`config.mk`:
```
export PLATFORM = sky130hd
export DESIGN_NAME = buffer_frame_clock_replacement_unit_flat
export DESIGN_NICKNAME = d
export VERILOG_FILES = /design/src/bfcr_pkg.sv /design/src/bfcr_in_if.sv /design/src/bfcr_out_if.sv /design/src/buffer_frame_clock_replacement_unit.sv /design/src/bfcr_ram.sv /design/src/bfcr_tag_cmp.sv /design/src/bfcr_seq.sv /design/src/flat_wrapper.sv
export SDC_FILE = /design/constraint.sdc
export NUM_CORES = 1
export LEC_CHECK = 0
export BUFFER_PORTS_ARGS = -buffer_cell sky130_fd_sc_hd__buf_2
export CAP_MARGIN = 20
export CORE_MARGIN = 1.5
export CORE_UTILIZATION = 50
export DETAILED_ROUTE_END_ITERATION = 7
export PLACE_DENSITY = 0.72
export SYNTH_ARGS = -nofsm -noshare
export SYNTH_HDL_FRONTEND = slang
export SYNTH_HIERARCHICAL = 1
export SYNTH_SLANG_ARGS = --single-unit
```
`constraint.sdc`:
```
create_clock -name clk -period 6.98 [get_ports clk]
set_input_delay 0.349 -clock clk [delete_from_list [all_inputs] [get_ports clk]]
set_output_delay 0.349 -clock clk [all_outputs]
set_load 0.01 [all_outputs]
```
`src/bfcr_pkg.sv`:
```
`timescale 1ns / 1ps

package bfcr_pkg;

    localparam int FRAMES_DEF     = 16;
    localparam int FILE_BITS_DEF  = 8;
    localparam int BLOCK_BITS_DEF = 16;

    localparam int ACTION_W = 2;

    localparam logic [ACTION_W-1:0] ACT_READ  = 2'd0;
    localparam logic [ACTION_W-1:0] ACT_WRITE = 2'd1;
    localparam logic [ACTION_W-1:0] ACT_CLOSE = 2'd2;

    // top level -> sequencer
    typedef struct packed {
        logic start;
        logic out_free;
    } bfcr_ctl_t;

    // sequencer -> top level
    typedef struct packed {
        logic ready;
        logic push;
    } bfcr_stat_t;

    // tag compare unit result
    typedef struct packed {
        logic owner_eq;
        logic tag_eq;
    } bfcr_match_t;

endpackage

```
`src/bfcr_in_if.sv`:
```
`timescale 1ns / 1ps

interface bfcr_in_if #(
    parameter int FILE_BITS  = bfcr_pkg::FILE_BITS_DEF,
    parameter int BLOCK_BITS = bfcr_pkg::BLOCK_BITS_DEF
);
    import bfcr_pkg::*;

    logic                  valid;
    logic                  ready;
    logic [ACTION_W-1:0]   action;
    logic [FILE_BITS-1:0]  file_id;
    logic [BLOCK_BITS-1:0] block_id;

    modport source (
        output valid, action, file_id, block_id,
        input  ready
    );

    modport sink (
        input  valid, action, file_id, block_id,
        output ready
    );

endinterface

```
`src/bfcr_out_if.sv`:
```
`timescale 1ns / 1ps

interface bfcr_out_if #(
    parameter int FRAMES     = bfcr_pkg::FRAMES_DEF,
    parameter int FILE_BITS  = bfcr_pkg::FILE_BITS_DEF,
    parameter int BLOCK_BITS = bfcr_pkg::BLOCK_BITS_DEF
);
    localparam int IW = $clog2(FRAMES);

    logic                  valid;
    logic                  ready;
    logic [IW-1:0]         frame;
    logic                  hit;
    logic                  load;
    logic                  write_back;
    logic [FILE_BITS-1:0]  wb_file;
    logic [BLOCK_BITS-1:0] wb_block;
    logic                  last;

    modport source (
        output valid, frame, hit, load, write_back, wb_file, wb_block, last,
        input  ready
    );

    modport sink (
        input  valid, frame, hit, load, write_back, wb_file, wb_block, last,
        output ready
    );

endinterface

```
`src/buffer_frame_clock_replacement_unit.sv`:
```
`timescale 1ns / 1ps

// Channel  Dir  Payload                                                   Handshake
// req      in   action, file_id, block_id                                 valid/ready
// rsp      out  frame, hit, load, write_back, wb_file, wb_block, last     valid/ready
//
// Tags live in a single-port-read RAM; the scan reads one frame per cycle unless a close stalls.
// A miss adds a clock sweep when every frame is owned, and a close waits while rsp stalls.
// Frame marks are flops cleared by reset, so no clearing pass is needed.
// req is ready only between transactions; a held result does not block it.
module buffer_frame_clock_replacement_unit #(
    parameter int FRAMES     = bfcr_pkg::FRAMES_DEF,
    parameter int FILE_BITS  = bfcr_pkg::FILE_BITS_DEF,
    parameter int BLOCK_BITS = bfcr_pkg::BLOCK_BITS_DEF
) (
    input  logic        clk,
    input  logic        rst_n,
    bfcr_in_if.sink     req,
    bfcr_out_if.source  rsp
);
    import bfcr_pkg::*;

    localparam int IW = $clog2(FRAMES);

    bfcr_ctl_t             ctl;
    bfcr_stat_t            stat;

    logic [IW-1:0]         res_frame;
    logic                  res_hit;
    logic                  res_load;
    logic                  res_write_back;
    logic [FILE_BITS-1:0]  res_wb_file;
    logic [BLOCK_BITS-1:0] res_wb_block;
    logic                  res_last;

    logic                  out_vld_reg, out_vld_next;
    logic [IW-1:0]         out_frame_reg;
    logic                  out_hit_reg;
    logic                  out_load_reg;
    logic                  out_wb_reg;
    logic [FILE_BITS-1:0]  out_wbf_reg;
    logic [BLOCK_BITS-1:0] out_wbb_reg;
    logic                  out_last_reg;

    assign ctl.start    = req.valid && stat.ready;
    assign ctl.out_free = !out_vld_reg || rsp.ready;
    assign req.ready    = stat.ready;

    bfcr_seq #(
        .FRAMES     (FRAMES),
        .FILE_BITS  (FILE_BITS),
        .BLOCK_BITS (BLOCK_BITS)
    ) u_seq (
        .clk            (clk),
        .rst_n          (rst_n),
        .ctl            (ctl),
        .stat           (stat),
        .action         (req.action),
        .file_id        (req.file_id),
        .block_id       (req.block_id),
        .res_frame      (res_frame),
        .res_hit        (res_hit),
        .res_load       (res_load),
        .res_write_back (res_write_back),
        .res_wb_file    (res_wb_file),
        .res_wb_block   (res_wb_block),
        .res_last       (res_last)
    );

    always_comb
    begin
        out_vld_next = out_vld_reg;
        if (stat.push)
        begin
            out_vld_next = 1'b1;
        end
        else if (rsp.ready)
        begin
            out_vld_next = 1'b0;
        end
    end

    always_ff @(posedge clk or negedge rst_n)
    begin
        if (!rst_n)
        begin
            out_vld_reg <= 1'b0;
        end
        else
        begin
            out_vld_reg <= out_vld_next;
        end
    end

    always_ff @(posedge clk)
    begin
        if (stat.push)
        begin
            out_frame_reg <= res_frame;
            out_hit_reg   <= res_hit;
            out_load_reg  <= res_load;
            out_wb_reg    <= res_write_back;
            out_wbf_reg   <= res_wb_file;
            out_wbb_reg   <= res_wb_block;
            out_last_reg  <= res_last;
        end
    end

    assign rsp.valid      = out_vld_reg;
    assign rsp.frame      = out_frame_reg;
    assign rsp.hit        = out_hit_reg;
    assign rsp.load       = out_load_reg;
    assign rsp.write_back = out_wb_reg;
    assign rsp.wb_file    = out_wbf_reg;
    assign rsp.wb_block   = out_wbb_reg;
    assign rsp.last       = out_last_reg;

endmodule

```
`src/bfcr_ram.sv`:
```
`timescale 1ns / 1ps

module bfcr_ram #(
    parameter int WIDTH = 24,
    parameter int DEPTH = 16
) (
    input  logic                     clk,
    input  logic                     we,
    input  logic [$clog2(DEPTH)-1:0] waddr,
    input  logic [WIDTH-1:0]         wdata,
    input  logic                     re,
    input  logic [$clog2(DEPTH)-1:0] raddr,
    output logic [WIDTH-1:0]         rdata
);

    logic [WIDTH-1:0] mem [DEPTH];

    always_ff @(posedge clk)
    begin
        if (we)
        begin
            mem[waddr] <= wdata;
        end
        if (re)
        begin
            rdata <= mem[raddr];
        end
    end

endmodule

```
`src/bfcr_tag_cmp.sv`:
```
`timescale 1ns / 1ps

module bfcr_tag_cmp #(
    parameter int FILE_BITS  = bfcr_pkg::FILE_BITS_DEF,
    parameter int BLOCK_BITS = bfcr_pkg::BLOCK_BITS_DEF
) (
    input  logic [FILE_BITS+BLOCK_BITS-1:0] tag,
    input  logic [FILE_BITS-1:0]            file_id,
    input  logic [BLOCK_BITS-1:0]           block_id,
    output bfcr_pkg::bfcr_match_t           result
);
    import bfcr_pkg::*;

    localparam int TW = FILE_BITS + BLOCK_BITS;

    logic owner_eq;

    assign owner_eq        = (tag[TW-1:BLOCK_BITS] == file_id);
    assign result.owner_eq = owner_eq;
    assign result.tag_eq   = owner_eq && (tag[BLOCK_BITS-1:0] == block_id);

endmodule

```
`src/bfcr_seq.sv`:
```
`timescale 1ns / 1ps

module bfcr_seq #(
    parameter int FRAMES     = bfcr_pkg::FRAMES_DEF,
    parameter int FILE_BITS  = bfcr_pkg::FILE_BITS_DEF,
    parameter int BLOCK_BITS = bfcr_pkg::BLOCK_BITS_DEF
) (
    input  logic                          clk,
    input  logic                          rst_n,
    input  bfcr_pkg::bfcr_ctl_t           ctl,
    output bfcr_pkg::bfcr_stat_t          stat,
    input  logic [bfcr_pkg::ACTION_W-1:0] action,
    input  logic [FILE_BITS-1:0]          file_id,
    input  logic [BLOCK_BITS-1:0]         block_id,
    output logic [$clog2(FRAMES)-1:0]     res_frame,
    output logic                          res_hit,
    output logic                          res_load,
    output logic                          res_write_back,
    output logic [FILE_BITS-1:0]          res_wb_file,
    output logic [BLOCK_BITS-1:0]         res_wb_block,
    output logic                          res_last
);
    import bfcr_pkg::*;

    localparam int IW = $clog2(FRAMES);
    localparam int CW = $clog2(FRAMES + 1);
    localparam int TW = FILE_BITS + BLOCK_BITS;

    localparam logic [2:0] S_IDLE  = 3'd0;
    localparam logic [2:0] S_SCAN  = 3'd1;
    localparam logic [2:0] S_SWEEP = 3'd2;
    localparam logic [2:0] S_VREAD = 3'd3;
    localparam logic [2:0] S_VCMP  = 3'd4;
    localparam logic [2:0] S_FLUSH = 3'd5;

    logic [2:0]            state_reg, state_next;
    logic [ACTION_W-1:0]   act_reg, act_next;
    logic [FILE_BITS-1:0]  file_reg, file_next;
    logic [BLOCK_BITS-1:0] blk_reg, blk_next;
    logic [CW-1:0]         scan_reg, scan_next;
    logic                  cmp_vld_reg, cmp_vld_next;
    logic [IW-1:0]         cmp_idx_reg, cmp_idx_next;
    logic                  free_vld_reg, free_vld_next;
    logic [IW-1:0]         free_idx_reg, free_idx_next;
    logic                  rel_vld_reg, rel_vld_next;
    logic [IW-1:0]         rel_idx_reg, rel_idx_next;
    logic [IW-1:0]         victim_reg, victim_next;
    logic [IW-1:0]         hand_reg, hand_next;
    logic [FRAMES-1:0]     alloc_reg, alloc_next;
    logic [FRAMES-1:0]     live_reg, live_next;
    logic [FRAMES-1:0]     dirty_reg, dirty_next;
    logic [FRAMES-1:0]     ref_reg, ref_next;

    logic                  pend_vld_reg, pend_vld_next;
    logic [IW-1:0]         pend_frame_reg, pend_frame_next;
    logic                  pend_hit_reg, pend_hit_next;
    logic                  pend_load_reg, pend_load_next;
    logic                  pend_wb_reg, pend_wb_next;
    logic [FILE_BITS-1:0]  pend_wbf_reg, pend_wbf_next;
    logic [BLOCK_BITS-1:0] pend_wbb_reg, pend_wbb_next;
    logic                  pend_last_reg, pend_last_next;

    logic                  ram_we;
    logic [IW-1:0]         ram_waddr;
    logic [TW-1:0]         ram_wdata;
    logic                  ram_re;
    logic [IW-1:0]         ram_raddr;
    logic [TW-1:0]         ram_rdata;

    bfcr_match_t           cmp_res;
    logic                  is_close;
    logic                  close_match;
    logic                  stall;
    logic                  fv, rv;
    logic [IW-1:0]         fi, ri;
    logic                  victim_wb;
    logic                  push;

    bfcr_ram #(
        .WIDTH (TW),
        .DEPTH (FRAMES)
    ) u_tag_ram (
        .clk   (clk),
        .we    (ram_we),
        .waddr (ram_waddr),
        .wdata (ram_wdata),
        .re    (ram_re),
        .raddr (ram_raddr),
        .rdata (ram_rdata)
    );

    bfcr_tag_cmp #(
        .FILE_BITS  (FILE_BITS),
        .BLOCK_BITS (BLOCK_BITS)
    ) u_tag_cmp (
        .tag      (ram_rdata),
        .file_id  (file_reg),
        .block_id (blk_reg),
        .result   (cmp_res)
    );

    function automatic logic [IW-1:0] advance(input logic [IW-1:0] h);
        return (h == IW'(FRAMES - 1)) ? '0 : h + IW'(1);
    endfunction

    assign is_close    = (act_reg == ACT_CLOSE);
    assign close_match = live_reg[cmp_idx_reg] && cmp_res.owner_eq;
    // a second close match needs the held result drained first
    assign stall       = cmp_vld_reg && is_close && close_match && pend_vld_reg
                         && !ctl.out_free;
    assign victim_wb   = live_reg[victim_reg] && dirty_reg[victim_reg];

    always_comb
    begin
        state_next      = state_reg;
        act_next        = act_reg;
        file_next       = file_reg;
        blk_next        = blk_reg;
        scan_next       = scan_reg;
        cmp_vld_next    = cmp_vld_reg;
        cmp_idx_next    = cmp_idx_reg;
        free_vld_next   = free_vld_reg;
        free_idx_next   = free_idx_reg;
        rel_vld_next    = rel_vld_reg;
        rel_idx_next    = rel_idx_reg;
        victim_next     = victim_reg;
        hand_next       = hand_reg;
        alloc_next      = alloc_reg;
        live_next       = live_reg;
        dirty_next      = dirty_reg;
        ref_next        = ref_reg;
        pend_vld_next   = pend_vld_reg;
        pend_frame_next = pend_frame_reg;
        pend_hit_next   = pend_hit_reg;
        pend_load_next  = pend_load_reg;
        pend_wb_next    = pend_wb_reg;
        pend_wbf_next   = pend_wbf_reg;
        pend_wbb_next   = pend_wbb_reg;
        pend_last_next  = pend_last_reg;
        ram_we          = 1'b0;
        ram_waddr       = victim_reg;
        ram_wdata       = {file_reg, blk_reg};
        ram_re          = 1'b0;
        ram_raddr       = victim_reg;
        push            = 1'b0;
        fv              = free_vld_reg;
        fi              = free_idx_reg;
        rv              = rel_vld_reg;
        ri              = rel_idx_reg;

        unique case (state_reg)
            S_IDLE:
            begin
                if (ctl.start)
                begin
                    act_next  = action;
                    file_next = file_id;
                    blk_next  = block_id;
                    if ((file_id != '0) && ((action == ACT_READ) || (action == ACT_WRITE)
                                            || (action == ACT_CLOSE)))
                    begin
                        state_next    = S_SCAN;
                        scan_next     = '0;
                        cmp_vld_next  = 1'b0;
                        free_vld_next = 1'b0;
                        rel_vld_next  = 1'b0;
                    end
                end
            end

            S_SCAN:
            begin
                if (!stall)
                begin
                    // issue stage: one tag read per cycle while not stalled
                    if (scan_reg < CW'(FRAMES))
                    begin
                        ram_re       = 1'b1;
                        ram_raddr    = scan_reg[IW-1:0];
                        cmp_vld_next = 1'b1;
                        cmp_idx_next = scan_reg[IW-1:0];
                        scan_next    = scan_reg + CW'(1);
                    end
                    else
                    begin
                        cmp_vld_next = 1'b0;
                    end

                    // compare stage
                    if (cmp_vld_reg)
                    begin
                        if (!fv && !alloc_reg[cmp_idx_reg])
                        begin
                            fv = 1'b1;
                            fi = cmp_idx_reg;
                        end
                        if (!rv && !live_reg[cmp_idx_reg])
                        begin
                            rv = 1'b1;
                            ri = cmp_idx_reg;
                        end
                        free_vld_next = fv;
                        free_idx_next = fi;
                        rel_vld_next  = rv;
                        rel_idx_next  = ri;

                        if (!is_close && live_reg[cmp_idx_reg] && cmp_res.tag_eq)
                        begin
                            ref_next[cmp_idx_reg] = 1'b1;
                            if (act_reg == ACT_WRITE)
                            begin
                                dirty_next[cmp_idx_reg] = 1'b1;
                            end
                            pend_vld_next   = 1'b1;
                            pend_frame_next = cmp_idx_reg;
                            pend_hit_next   = 1'b1;
                            pend_load_next  = 1'b0;
                            pend_wb_next    = 1'b0;
                            pend_wbf_next   = '0;
                            pend_wbb_next   = '0;
                            pend_last_next  = 1'b1;
                            cmp_vld_next    = 1'b0;
                            state_next      = S_FLUSH;
                        end
                        else
                        begin
                            if (is_close && close_match)
                            begin
                                push                      = pend_vld_reg;
                                live_next[cmp_idx_reg]  = 1'b0;
                                dirty_next[cmp_idx_reg] = 1'b0;
                                ref_next[cmp_idx_reg]   = 1'b0;
                                pend_vld_next   = 1'b1;
                                pend_frame_next = cmp_idx_reg;
                                pend_hit_next   = 1'b0;
                                pend_load_next  = 1'b0;
                                pend_wb_next    = dirty_reg[cmp_idx_reg];
                                pend_wbf_next   = dirty_reg[cmp_idx_reg] ? file_reg : '0;
                                pend_wbb_next   = dirty_reg[cmp_idx_reg]
                                                  ? ram_rdata[BLOCK_BITS-1:0] : '0;
                                pend_last_next  = 1'b0;
                            end

                            if (cmp_idx_reg == IW'(FRAMES - 1))
                            begin
                                cmp_vld_next = 1'b0;
                                if (is_close)
                                begin
                                    if (pend_vld_next)
                                    begin
                                        pend_last_next = 1'b1;
                                        state_next     = S_FLUSH;
                                    end
                                    else
                                    begin
                                        state_next = S_IDLE;
                                    end
                                end
                                else if (fv)
                                begin
                                    victim_next = fi;
                                    state_next  = S_VREAD;
                                end
                                else if (rv)
                                begin
                                    victim_next = ri;
                                    state_next  = S_VREAD;
                                end
                                else
                                begin
                                    state_next = S_SWEEP;
                                end
                            end
                        end
                    end
                end
            end

            S_SWEEP:
            begin
                hand_next = advance(hand_reg);
                if (ref_reg[hand_reg])
                begin
                    ref_next[hand_reg] = 1'b0;
                end
                else
                begin
                    victim_next = hand_reg;
                    state_next  = S_VREAD;
                end
            end

            S_VREAD:
            begin
                ram_re     = 1'b1;
                ram_raddr  = victim_reg;
                state_next = S_VCMP;
            end

            S_VCMP:
            begin
                pend_vld_next   = 1'b1;
                pend_frame_next = victim_reg;
                pend_hit_next   = 1'b0;
                pend_load_next  = 1'b1;
                pend_wb_next    = victim_wb;
                pend_wbf_next   = victim_wb ? ram_rdata[TW-1:BLOCK_BITS] : '0;
                pend_wbb_next   = victim_wb ? ram_rdata[BLOCK_BITS-1:0] : '0;
                pend_last_next  = 1'b1;
                ram_we          = 1'b1;
                alloc_next[victim_reg] = 1'b1;
                live_next[victim_reg]  = 1'b1;
                dirty_next[victim_reg] = (act_reg == ACT_WRITE);
                ref_next[victim_reg]   = 1'b1;
                state_next             = S_FLUSH;
            end

            S_FLUSH:
            begin
                if (ctl.out_free)
                begin
                    push          = 1'b1;
                    pend_vld_next = 1'b0;
                    state_next    = S_IDLE;
                end
            end

            default:
            begin
                state_next = S_IDLE;
            end
        endcase
    end

    always_ff @(posedge clk or negedge rst_n)
    begin
        if (!rst_n)
        begin
            state_reg    <= S_IDLE;
            scan_reg     <= '0;
            cmp_vld_reg  <= 1'b0;
            free_vld_reg <= 1'b0;
            rel_vld_reg  <= 1'b0;
            hand_reg     <= '0;
            alloc_reg    <= '0;
            live_reg     <= '0;
            dirty_reg    <= '0;
            ref_reg      <= '0;
            pend_vld_reg <= 1'b0;
        end
        else
        begin
            state_reg    <= state_next;
            scan_reg     <= scan_next;
            cmp_vld_reg  <= cmp_vld_next;
            free_vld_reg <= free_vld_next;
            rel_vld_reg  <= rel_vld_next;
            hand_reg     <= hand_next;
            alloc_reg    <= alloc_next;
            live_reg     <= live_next;
            dirty_reg    <= dirty_next;
            ref_reg      <= ref_next;
            pend_vld_reg <= pend_vld_next;
        end
    end

    always_ff @(posedge clk)
    begin
        act_reg        <= act_next;
        file_reg       <= file_next;
        blk_reg        <= blk_next;
        cmp_idx_reg    <= cmp_idx_next;
        free_idx_reg   <= free_idx_next;
        rel_idx_reg    <= rel_idx_next;
        victim_reg     <= victim_next;
        pend_frame_reg <= pend_frame_next;
        pend_hit_reg   <= pend_hit_next;
        pend_load_reg  <= pend_load_next;
        pend_wb_reg    <= pend_wb_next;
        pend_wbf_reg   <= pend_wbf_next;
        pend_wbb_reg   <= pend_wbb_next;
        pend_last_reg  <= pend_last_next;
    end

    assign stat.ready     = (state_reg == S_IDLE);
    assign stat.push      = push;
    assign res_frame      = pend_frame_reg;
    assign res_hit        = pend_hit_reg;
    assign res_load       = pend_load_reg;
    assign res_write_back = pend_wb_reg;
    assign res_wb_file    = pend_wbf_reg;
    assign res_wb_block   = pend_wbb_reg;
    assign res_last       = pend_last_reg;

endmodule

```
`src/flat_wrapper.sv`:
```
// flat-port wrapper written by rule: the top's interface ports become plain ports
module buffer_frame_clock_replacement_unit_flat import bfcr_pkg::*;
#(
    parameter int FRAMES     = bfcr_pkg::FRAMES_DEF,
    parameter int FILE_BITS  = bfcr_pkg::FILE_BITS_DEF,
    parameter int BLOCK_BITS = bfcr_pkg::BLOCK_BITS_DEF
)
  (clk, rst_n, req_valid, req_action, req_file_id, req_block_id, req_ready, rsp_valid, rsp_frame, rsp_hit, rsp_load, rsp_write_back, rsp_wb_file, rsp_wb_block, rsp_last, rsp_ready);
  bfcr_in_if #(.FILE_BITS(FILE_BITS), .BLOCK_BITS(BLOCK_BITS)) req_i ();
  bfcr_out_if #(.FRAMES(FRAMES), .FILE_BITS(FILE_BITS), .BLOCK_BITS(BLOCK_BITS)) rsp_i ();
  input  logic clk;
  input  logic rst_n;
  input wire logic [$bits(req_i.valid)-1:0] req_valid;
  input wire logic [$bits(req_i.action)-1:0] req_action;
  input wire logic [$bits(req_i.file_id)-1:0] req_file_id;
  input wire logic [$bits(req_i.block_id)-1:0] req_block_id;
  output wire logic [$bits(req_i.ready)-1:0] req_ready;
  output wire logic [$bits(rsp_i.valid)-1:0] rsp_valid;
  output wire logic [$bits(rsp_i.frame)-1:0] rsp_frame;
  output wire logic [$bits(rsp_i.hit)-1:0] rsp_hit;
  output wire logic [$bits(rsp_i.load)-1:0] rsp_load;
  output wire logic [$bits(rsp_i.write_back)-1:0] rsp_write_back;
  output wire logic [$bits(rsp_i.wb_file)-1:0] rsp_wb_file;
  output wire logic [$bits(rsp_i.wb_block)-1:0] rsp_wb_block;
  output wire logic [$bits(rsp_i.last)-1:0] rsp_last;
  input wire logic [$bits(rsp_i.ready)-1:0] rsp_ready;
  assign req_i.valid = req_valid;
  assign req_i.action = req_action;
  assign req_i.file_id = req_file_id;
  assign req_i.block_id = req_block_id;
  assign req_ready = req_i.ready;
  assign rsp_valid = rsp_i.valid;
  assign rsp_frame = rsp_i.frame;
  assign rsp_hit = rsp_i.hit;
  assign rsp_load = rsp_i.load;
  assign rsp_write_back = rsp_i.write_back;
  assign rsp_wb_file = rsp_i.wb_file;
  assign rsp_wb_block = rsp_i.wb_block;
  assign rsp_last = rsp_i.last;
  assign rsp_i.ready = rsp_ready;
  buffer_frame_clock_replacement_unit #(.FRAMES(FRAMES), .FILE_BITS(FILE_BITS), .BLOCK_BITS(BLOCK_BITS)) u_core (.clk(clk), .rst_n(rst_n), .req(req_i), .rsp(rsp_i));
endmodule
```
## Word level (Yosys, flattened, before mapping)

Memory sizes are Yosys's and may differ from the RTL's. A register that Yosys moved wholly into a read port is not among the register bits.
Index checks and enable logic that the tools add are counted.

- $add $sub $neg: 2
- $mul: 0
- Divide/modulo/power cells: 0
- Order comparisons: 7
- Equal/unequal tests: 29
- Shift operators: 0
- Mux-type cells: 155
- Bitwise gates (word level): 12
- Reduce and logical (&&, ||, !) cells: 50

Operators by type and width:

| cell | count |
|---|---|
| 16-bit 2-to-1 mux | 20 |
| 16-bit one-hot mux with 2 select lines | 3 |
| 16-bit OR | 5 |
| 4-bit 2-to-1 mux | 18 |
| 1-bit 2-to-1 mux | 68 |
| 16-bit bitwise AND | 4 |
| 8-bit 2-to-1 mux | 6 |
| 16-bit one-hot mux with 3 select lines | 1 |
| 16-bit NOT | 2 |
| 3-bit 2-to-1 mux | 10 |
| 5-bit AND reduction | 5 |
| 1-bit binary-select mux with 4-bit select | 6 |
| 5-bit 2-to-1 mux | 4 |
| 2-bit != test (second input constant) | 10 |
| 1-bit one-hot mux with 2 select lines | 9 |
| 3-bit one-hot mux with 6 select lines | 1 |
| 1-bit logical AND | 17 |
| 16-bit bitwise mux | 1 |
| 16-bit == test | 1 |
| 4-bit one-hot mux with 2 select lines | 2 |
| 8-bit one-hot mux with 2 select lines | 1 |
| 4-bit by 5-bit < comparator with 1-bit output (second input constant) | 3 |
| 1-bit demux with 4-bit select | 3 |
| 4-bit by 1-bit >= comparator with 1-bit output (second input constant) | 3 |
| 27 further kinds | 52 |

- Register bits after elaboration: 187
- Bits in latches: 0
- RAM bits: 384
- Memory bits (read-only): 0
- Bits of input ports: 30
- Output and inout port bits: 34
- Word-level logic and storage cells: 289
- Memories: 1

Memory list:

| name | words | width | rd ports | clocked after Yosys merged registers in | write ports | line | text |
|---|---|---|---|---|---|---|---|
| u_core.u_seq.u_tag_ram.mem | 16 | 24 | 1 | 1 | 1 | bfcr_ram.sv:16 | `logic [WIDTH-1:0] mem [DEPTH];` |

## Logic depth before layout (Yosys ltp)

Gate-level depths: netlist of the first run.

- Depth after elaboration: 16
- Depth in mapped cells: 14
- Gate-level depth less buffers: 10

## Cells and area by module

Netlist of the first run, hierarchy kept.

Modules (own cells, without submodules):

| module | times used | cells an instance | area each (µm²) | sequential area each (µm²) |
|---|---|---|---|---|
| bfcr_ram | 1 | 636 | 15,170.8 | 12,251.8 |
| bfcr_seq | 1 | 753 | 8,102.8 | 4,224.1 |
| buffer_frame_clock_replacement_unit | 1 | 36 | 1,014.7 | 985.9 |
| bfcr_tag_cmp | 1 | 34 | 275.3 | 0.0 |

## Worst setup path before layout of the first run

Ideal clock, no wire load.

- Path type: flip-flop to flip-flop
- Start: reg u_core.u_seq.state_reg[1]
- End: mem u_core.u_seq.u_tag_ram.mem[0][0], enable pin
- Setup time: 0.435 ns
- Data arrival time: 3.933 ns
- Path slack: 2.612 ns
- Cell stages (with the launch flop): 8
- Cell sequence: dfrtp_1 clkbuf_1 or3b_2 clkinv_1 clkbuf_1 buf_1 or3b_2 nor3_1

- Cells in the longest elaborated chain, start to end: 4

RTL lines:

| element | line | text |
|---|---|---|
| start: declaration | bfcr_seq.sv:36 | `logic [2:0] state_reg, state_next;` |
| start signal: assignment | bfcr_seq.sv:353 | `state_reg <= state_next;` |
| 3-bit == test | bfcr_seq.sv:151 | `unique case (state_reg)` |
| 1-bit 2-to-1 mux | bfcr_seq.sv:151 |  |
| 1-bit 2-to-1 mux | bfcr_ram.sv:20 | `if (we)` |
| 1-bit 2-to-1 mux (not written as such) | bfcr_ram.sv:22 | `mem[waddr] <= wdata;` |
| end: declaration | bfcr_ram.sv:16 |  |

No other way between the ends.

## Final worst setup path of the first run

- Start: reg u_core.u_seq.cmp_idx_reg[1]
- End: reg u_core.u_seq.u_tag_ram.rdata[11], read port of u_core.u_seq.u_tag_ram.mem, data pin

- Cells in the longest elaborated chain, start to end: 8

RTL lines:

| element | line | text |
|---|---|---|
| start: declaration | bfcr_seq.sv:42 | `logic [IW-1:0] cmp_idx_reg, cmp_idx_next;` |
| start signal: assignment | bfcr_seq.sv:372 | `cmp_idx_reg <= cmp_idx_next;` |
| 1-bit binary-select mux with 4-bit select | bfcr_seq.sv:107 | `assign close_match = live_reg[cmp_idx_reg] && cmp_res.owner_eq;` |
| 1-bit 2-to-1 mux (not written as such) | bfcr_seq.sv:107 |  |
| 1-bit logical AND | bfcr_seq.sv:107 |  |
| 1-bit logical AND (2 in a row) | bfcr_seq.sv:109 | `assign stall = cmp_vld_reg && is_close && close_match && pend_vld_reg` |
| 1-bit logical AND | bfcr_seq.sv:110 | `&& !ctl.out_free;` |
| 4-bit 2-to-1 mux | bfcr_seq.sv:173 | `if (!stall)` |
| 4-bit 2-to-1 mux | bfcr_seq.sv:151 |  |
| net u_core.u_seq.ram_raddr[1] | bfcr_seq.sv:67 | `logic [IW-1:0] ram_raddr;` |
| end: declaration | bfcr_ram.sv:13 | `output logic [WIDTH-1:0] rdata` |

The timed path passes the listed nets, and every way through them passes these cells. The select of a mux whose other input is x is not followed.
A chain may end at the register's enable or synchronous reset.

==> results.tsv, run 1 <==
metric	value	unit
numPortBuffers	63	
grt_pass1_vias	13939	
die-area	50500	um2
startpoint_type	register	
synth_area	24600	um2
hpwl	35100	um
final_cell_mix	edfxtp_1, nand2_1, mux4_2	
p_per_area	369	nW/um2
p_leak	9.43	nW
vias_per_cell	6.20	
worstSetupPathType	register to register	
worst_pin_slew	1.14	ns
slew_violations	0	
cp_max_fo	55	
period_share	68.3	%
p_comb_share	26.4	%
initial_core_util	50.4	%
gp_congestion	0.931	
top_usage_layer	met2	
antenna_found_initial	1	
clock_sinks	595	
vias	14089	
slew_headroom	23.2	%
htreeDepth	2	
synth_nets	1494	
slowest_stage	mux2_4	
clk-insertion-delay-late	0.65	ns
nets	1595	
rows	81	
p_sw_share	30.3	%
max_stage_delay	0.85	ns
area_growth	13.7	%
largestRegisters	u_core/u_seq/u_tag_ram/mem x384, u_core/u_seq/u_tag_ram/rdata x24	
final_common_cell	edfxtp_1	
cp.arrival	5.16	ns
post_drt_wl_per_cell	26.0	um
postRouteAntennaNets	0	
n_antenna_cell	0	
drc	0	
crit_chain	buf_4, mux2_2, o221a_2, a22o_1, a21oi_2, mux2_4, buf_4, mux4_2, a22oi_1, nand2_1	
synth_edf_count	514	
cts_tree	done	
seq_area_frac_synth	71.1	%
die_height	225	um
cts_resized	0	
grt_pass1_wl	88700	um
status	finished clean	
clock_path_buffers	3	
ir_worst_vdd	0.000288	V
largest-register	u_core/u_seq/u_tag_ram/mem	
io_pins	64	
synth_cell_types	77	
pwr-share-seq	43.3	%
cp_top_family	multiplexers	
clkPwrFrac	30.3	%
setup_tns	0	ns
ys_ff_latch	595	
power_switching	3.13	mW
gr-usage-met3	4.01	%
synthArstFlopShare	13.6	%
endpoint_kind	register	
synthFlopType	edfxtp_1	
rsz0062_at_grt	false	
yosys_warnings	6	
hold_class	input pin to register	
clock-root-buffer	clkbuf_16	
utilization	57.3	%
grt_use_met1	33.6	%
period_minus_slack	4.77	ns
synth_area_per_cell	16.8	um2
crit_required	7.37	ns
wirelength	59000	um
crit_top_cell	buf_4	
coreArea	48700	um2
first_pass_iters	7	
dr.first_iter.drc_count	1579	
p_int	7.18	mW
hold_viol_final	0	
largest_reg_flops	384	
setup_violations	0	
drive_above_1_share	23.2	%
skew	0.0493	ns
grtUsageMet2	37.7	%
grt_max_degree	82	
max_freq	210	MHz
path_clk_slew	0.06	ns
drv_cap	0	
path_buf_inv	2	
die_x	225	um
cts_buffers	59	
syn_inst	1459	
grt_overflow_total	0	
track_usage	23.8	%
-- synthesized netlist by cell type, types with 4 or more instances --
| library cell | count | area, um2 |
|---|---|---|
| a211oi_1 | 8 | 60.1 |
| a21o_1 | 6 | 45.0 |
| a21oi_1 | 19 | 95.1 |
| a22o_1 | 9 | 78.8 |
| a22oi_1 | 55 | 413 |
| a311oi_1 | 7 | 61.3 |
| a31oi_1 | 10 | 62.6 |
| a32oi_1 | 10 | 87.6 |
| and2_1 | 25 | 156 |
| and3_1 | 4 | 25.0 |
| buf_2 | 20 | 100 |
| buf_6 | 6 | 67.6 |
| clkbuf_1 | 46 | 173 |
| dfrtp_1 | 81 | 2030 |
| edfxtp_1 | 514 | 15400 |
| ha_1 | 5 | 62.6 |
| inv_1 | 20 | 75.1 |
| mux2_2 | 27 | 304 |
| mux2i_1 | 4 | 40.0 |
| mux4_2 | 112 | 2520 |
| nand2_1 | 114 | 428 |
| nand2b_1 | 20 | 125 |
| nand3_1 | 18 | 90.1 |
| nand3b_1 | 5 | 37.5 |
| nand4_1 | 11 | 68.8 |
| nor2_1 | 66 | 248 |
| nor2b_1 | 10 | 62.6 |
| nor3_1 | 21 | 105 |
| nor4_1 | 6 | 37.5 |
| o2111ai_1 | 5 | 43.8 |
| o21ai_0 | 62 | 310 |
| o22a_1 | 9 | 78.8 |
| o22ai_1 | 10 | 62.6 |
| o31ai_1 | 8 | 60.1 |
| or2_2 | 19 | 119 |
| or3_1 | 5 | 31.3 |
| xnor2_1 | 9 | 78.8 |
| xor2_1 | 16 | 140 |
-- final cells by class --
cell class | count | area [um2]
clock buffers | 70 | 1530
clock inverters | 40 | 384
fillers | 3633 | 20800
inverters | 21 | 78.8
multi-input cells | 765 | 6790
flip-flops and latches | 595 | 17500
well taps | 664 | 831
repair buffers | 118 | 863
-- per-layer routing --
layer	vias to the layer above	wire length, um
li1	6027	-
met5	-	0
met4	0	1780
met2	696	28400
met3	121	4800
met1	7245	24100
-- logic make-up after synthesis --
logic type      after synthesis  synth area share, %
compound gates              249                 7.22
mux                         145                 11.8
fa+ha+maj                     5                0.255
simple gates                341                 6.88
buf+inv                      99                 1.84
flops                       595                 71.1
xor+xnor                     25                0.891
-- stage by stage --
stage          total power, mW  area (um2)  hold WS, ns  cells  setup slack [ns]
4_1_cts                   10.4       27800       0.0686   2269              2.24
2_1_floorplan             6.97       24600       0.0534   1459              2.61
5_1_grt                   10.7       27900        0.104   2273              1.93
3_3_place_gp              7.16       25700        0.404   2132              2.35
3_5_place_dp              7.22       25700        0.405   2132              2.24
6_report                  10.3       27900       0.0983   2273              2.21
-- path summary, 6_finish.rpt --
check                      cells past startpoint                               end                         from  slack [ns]
max in group asynchronous                      3                         async pin                        rst_n        6.10
min                                            3                  u_core/rsp.valid                    rsp_ready         0.1
min in group asynchronous                      2          u_core/u_seq/scan_reg[1]                        rst_n        0.27
max                                           10  u_core/u_seq/u_tag_ram/rdata[11]  u_core/u_seq/cmp_idx_reg[1]        2.21
max reg2reg                                   10  u_core/u_seq/u_tag_ram/rdata[11]  u_core/u_seq/cmp_idx_reg[1]        2.21
min reg2reg                                    0               u_core/rsp.frame[3]    u_core/u_seq/res_frame[3]        0.42
-- tightest hold or removal path, delay by kind of cell --
kind / cells / cell delay [ns]
and+or+nand+nor: 2 / 0.26
buffers and inverters: 1 / 0.08
-- power groups by stage --
| stage | Clock (mW) | Sequential (mW) | Combinational (mW) |
|---|---|---|---|
| floorplan | 0 | 4.47 | 2.50 |
| global placement | 0 | 4.53 | 2.64 |
| detailed placement | 0 | 4.53 | 2.69 |
| CTS | 3.18 | 4.46 | 2.72 |
| global route | 3.30 | 4.49 | 2.93 |
| finish | 3.13 | 4.46 | 2.72 |
-- repair_timing --
action | CTS | global route
hold endpoints to repair | 107 | 0
setup buffers | 0 | 0
hold buffers | 27 | 0
endpoints found under the setup margin | 0 | 0
No activity file was read; power rests on OpenSTA's default activity.
==> inputs of run 2 (changes only) <==
- clock period: 6.98 -> 5 ns (I/O delays scaled with it)
==> results.tsv, run 2 (same netlist as run 1, synthesis figures left out) <==
metric	value	unit	change
slew_violations	0		unchanged
r2r_start	u_core/u_seq/file_reg[6]		
p_leak	9.50	nW	+0.67%
setup_tns	0	ns	unchanged
die_height	225	um	unchanged
postRouteAntennaNets	0		unchanged
clock_sinks	595		unchanged
max_freq	233	MHz	+11%
area_growth	14.2	%	
final_common_cell	edfxtp_1		
r2r_slack	0.71	ns	-1.51 ns
htreeDepth	2		unchanged
skew	0.0245	ns	-0.0248 ns
endpoint_kind	register		
path_clk_slew	0.06	ns	about the same
drv_cap	0		unchanged
initial_core_util	50.4	%	unchanged
post_drt_wl_per_cell	26.4	um	+1.8%
cts_resized	0		unchanged
top_layer	met4		
largest-register	u_core/u_seq/u_tag_ram/mem		
largestRegisters	u_core/u_seq/u_tag_ram/mem x384, u_core/u_seq/u_tag_ram/rdata x24		
met3_length	5070	um	+5.5%
numPortBuffers	63		unchanged
cp.arrival	4.65	ns	-0.51 ns
final_area	28100	um2	+0.44%
grt_pass1_wl	90400	um	+1.9%
placed_area	25800	um2	+0.62%
worst_pin_slew	1.16	ns	+0.0231 ns
slowest_stage	edfxtp_1		
die-area	50500	um2	unchanged
clock-root-buffer	clkbuf_16		
rsz0062_at_grt	false		
startpoint_type	register		
clk-insertion-delay-late	0.63	ns	-0.02 ns
vias_per_cell	6.24		+0.60%
final_cell_mix	edfxtp_1, nand2_1, mux4_2		
first_pass_iters	7		unchanged
regArea	17500	um2	unchanged
reg2reg_to	u_core/u_seq/u_tag_ram/rdata[9]		
wirelength	60500	um	+2.4%
dr.first_iter.drc_count	1643		+4.1%
nets	1608		+0.82%
period_minus_slack	4.29	ns	-0.475 ns
max_stage_delay	0.64	ns	-0.21 ns
rows	81		unchanged
grt_pass1_vias	14190		+1.8%
largest_reg_flops	384		unchanged
path_buf_inv	1		-1
grt_overflow_total	0		unchanged
cts_buffers	60		+1.7%
drt-met1-wl	24000	um	-0.18%
track_usage	24.3	%	+0.50 points
slew_headroom	22.4	%	-0.76 points
io_pins	64		unchanged
multi_input_area	6790	um2	about the same
coreArea	48700	um2	unchanged
die_x	225	um	unchanged
cts_setup_buffers	0		unchanged
gp_congestion	0.918		-1.4%
crit_chain	xnor2_1, nand4_1, nor2_1, nand3b_1, nor3_1, a21oi_2, mux2_8, buf_4, mux4_2, a22oi_1, nand2_1		
grt_max_degree	82		unchanged
dr_wl_met2	29500	um	+3.8%
ir_worst_vdd	0.000290	V	+0.50%
hold_class	input pin to async pin		
status	finished clean		
crit_required	5.36	ns	-2.01 ns
p_per_area	518	nW/um2	+40%
cp_top_family	multiplexers		
clock_path_buffers	3		unchanged
setup_violations	0		unchanged
r2r_cells	11		+1
vias	14255		+1.2%
cts_tree	done		
n_fill_cell	3634		+0.028%
period_share	85.8	%	+18 points
ctsHoldBuffers	28		+3.7%
worstSetupPathType	register to register		
hpwl	35100	um	+0.12%
antenna_found_initial	0		-1
drc	0		unchanged
cp_max_fo	46		-16%
drive_above_1_share	24.0	%	+0.82 points
hold_viol_final	0		unchanged
run 2: report_power, final:
part           switching, mW  internal (mW)  total (mW)
logic                   2.18           1.73        3.91
registers              0.396           5.88        6.28
clock network           1.90           2.44        4.34
total                   4.47           10.1        14.5
run 2: metal layers:
metal | GRT usage [%] | vias to the layer above
met5 | 0 | -
met1 | 33.5 | 7312
met3 | 4.52 | 138
met2 | 39.3 | 764
li1 | - | 6041
met4 | 7.95 | 0
run 2: per-stage QoR:
step | setup slack (ns) | hold slack (ns) | utilization (%) | power (mW) | instances
6_report | 0.708 | 0.0189 | 57.6 | 14.5 | 2286
5_1_grt | 0.327 | 0.0280 | 57.6 | 15.1 | 2285
4_1_cts | 0.693 | 0.201 | 57.4 | 14.6 | 2282
3_5_place_dp | 0.697 | 0.405 | 53.0 | 10.2 | 2144
3_3_place_gp | 0.875 | 0.404 | 53.0 | 10.1 | 2144
2_1_floorplan | 0.632 | -0.0456 | - | 9.73 | 1459
run 2: worst max path at each step:
stage                                            end                      start  slack, ns  depth (start not counted)
floorplan           u_core/u_seq/u_tag_ram/mem[0][0]  u_core/u_seq/state_reg[1]       0.63                          7
global placement    u_core/u_seq/u_tag_ram/rdata[10]   u_core/u_seq/file_reg[6]       0.88                         11
detailed placement   u_core/u_seq/u_tag_ram/rdata[9]   u_core/u_seq/file_reg[6]       0.70                         11
CTS                  u_core/u_seq/u_tag_ram/rdata[9]   u_core/u_seq/file_reg[6]       0.69                         11
global route         u_core/u_seq/u_tag_ram/rdata[9]   u_core/u_seq/file_reg[6]       0.33                         11
finish               u_core/u_seq/u_tag_ram/rdata[9]   u_core/u_seq/file_reg[6]       0.71                         11
run 2: area by class of cell:
cell class / count / share of cell area (%)
Sequential cell: 595 / 62.2
Multi-Input combinational cell: 765 / 24.2
Clock buffer: 78 / 5.77
Timing Repair Buffer: 130 / 3.55
Tap cell: 664 / 2.96
Clock inverter: 32 / 1.01
Inverter: 21 / 0.281
Antenna cell: 1 / 0.00892
run 2: worst register-to-register path: cells and delay by family (launching register included):
family	cells	cell delay, ns
simple gates	5	1.16
xor+xnor	1	0.31
flops	1	0.64
buf+inv	1	0.37
compound gates	2	0.37
mux	2	1.16
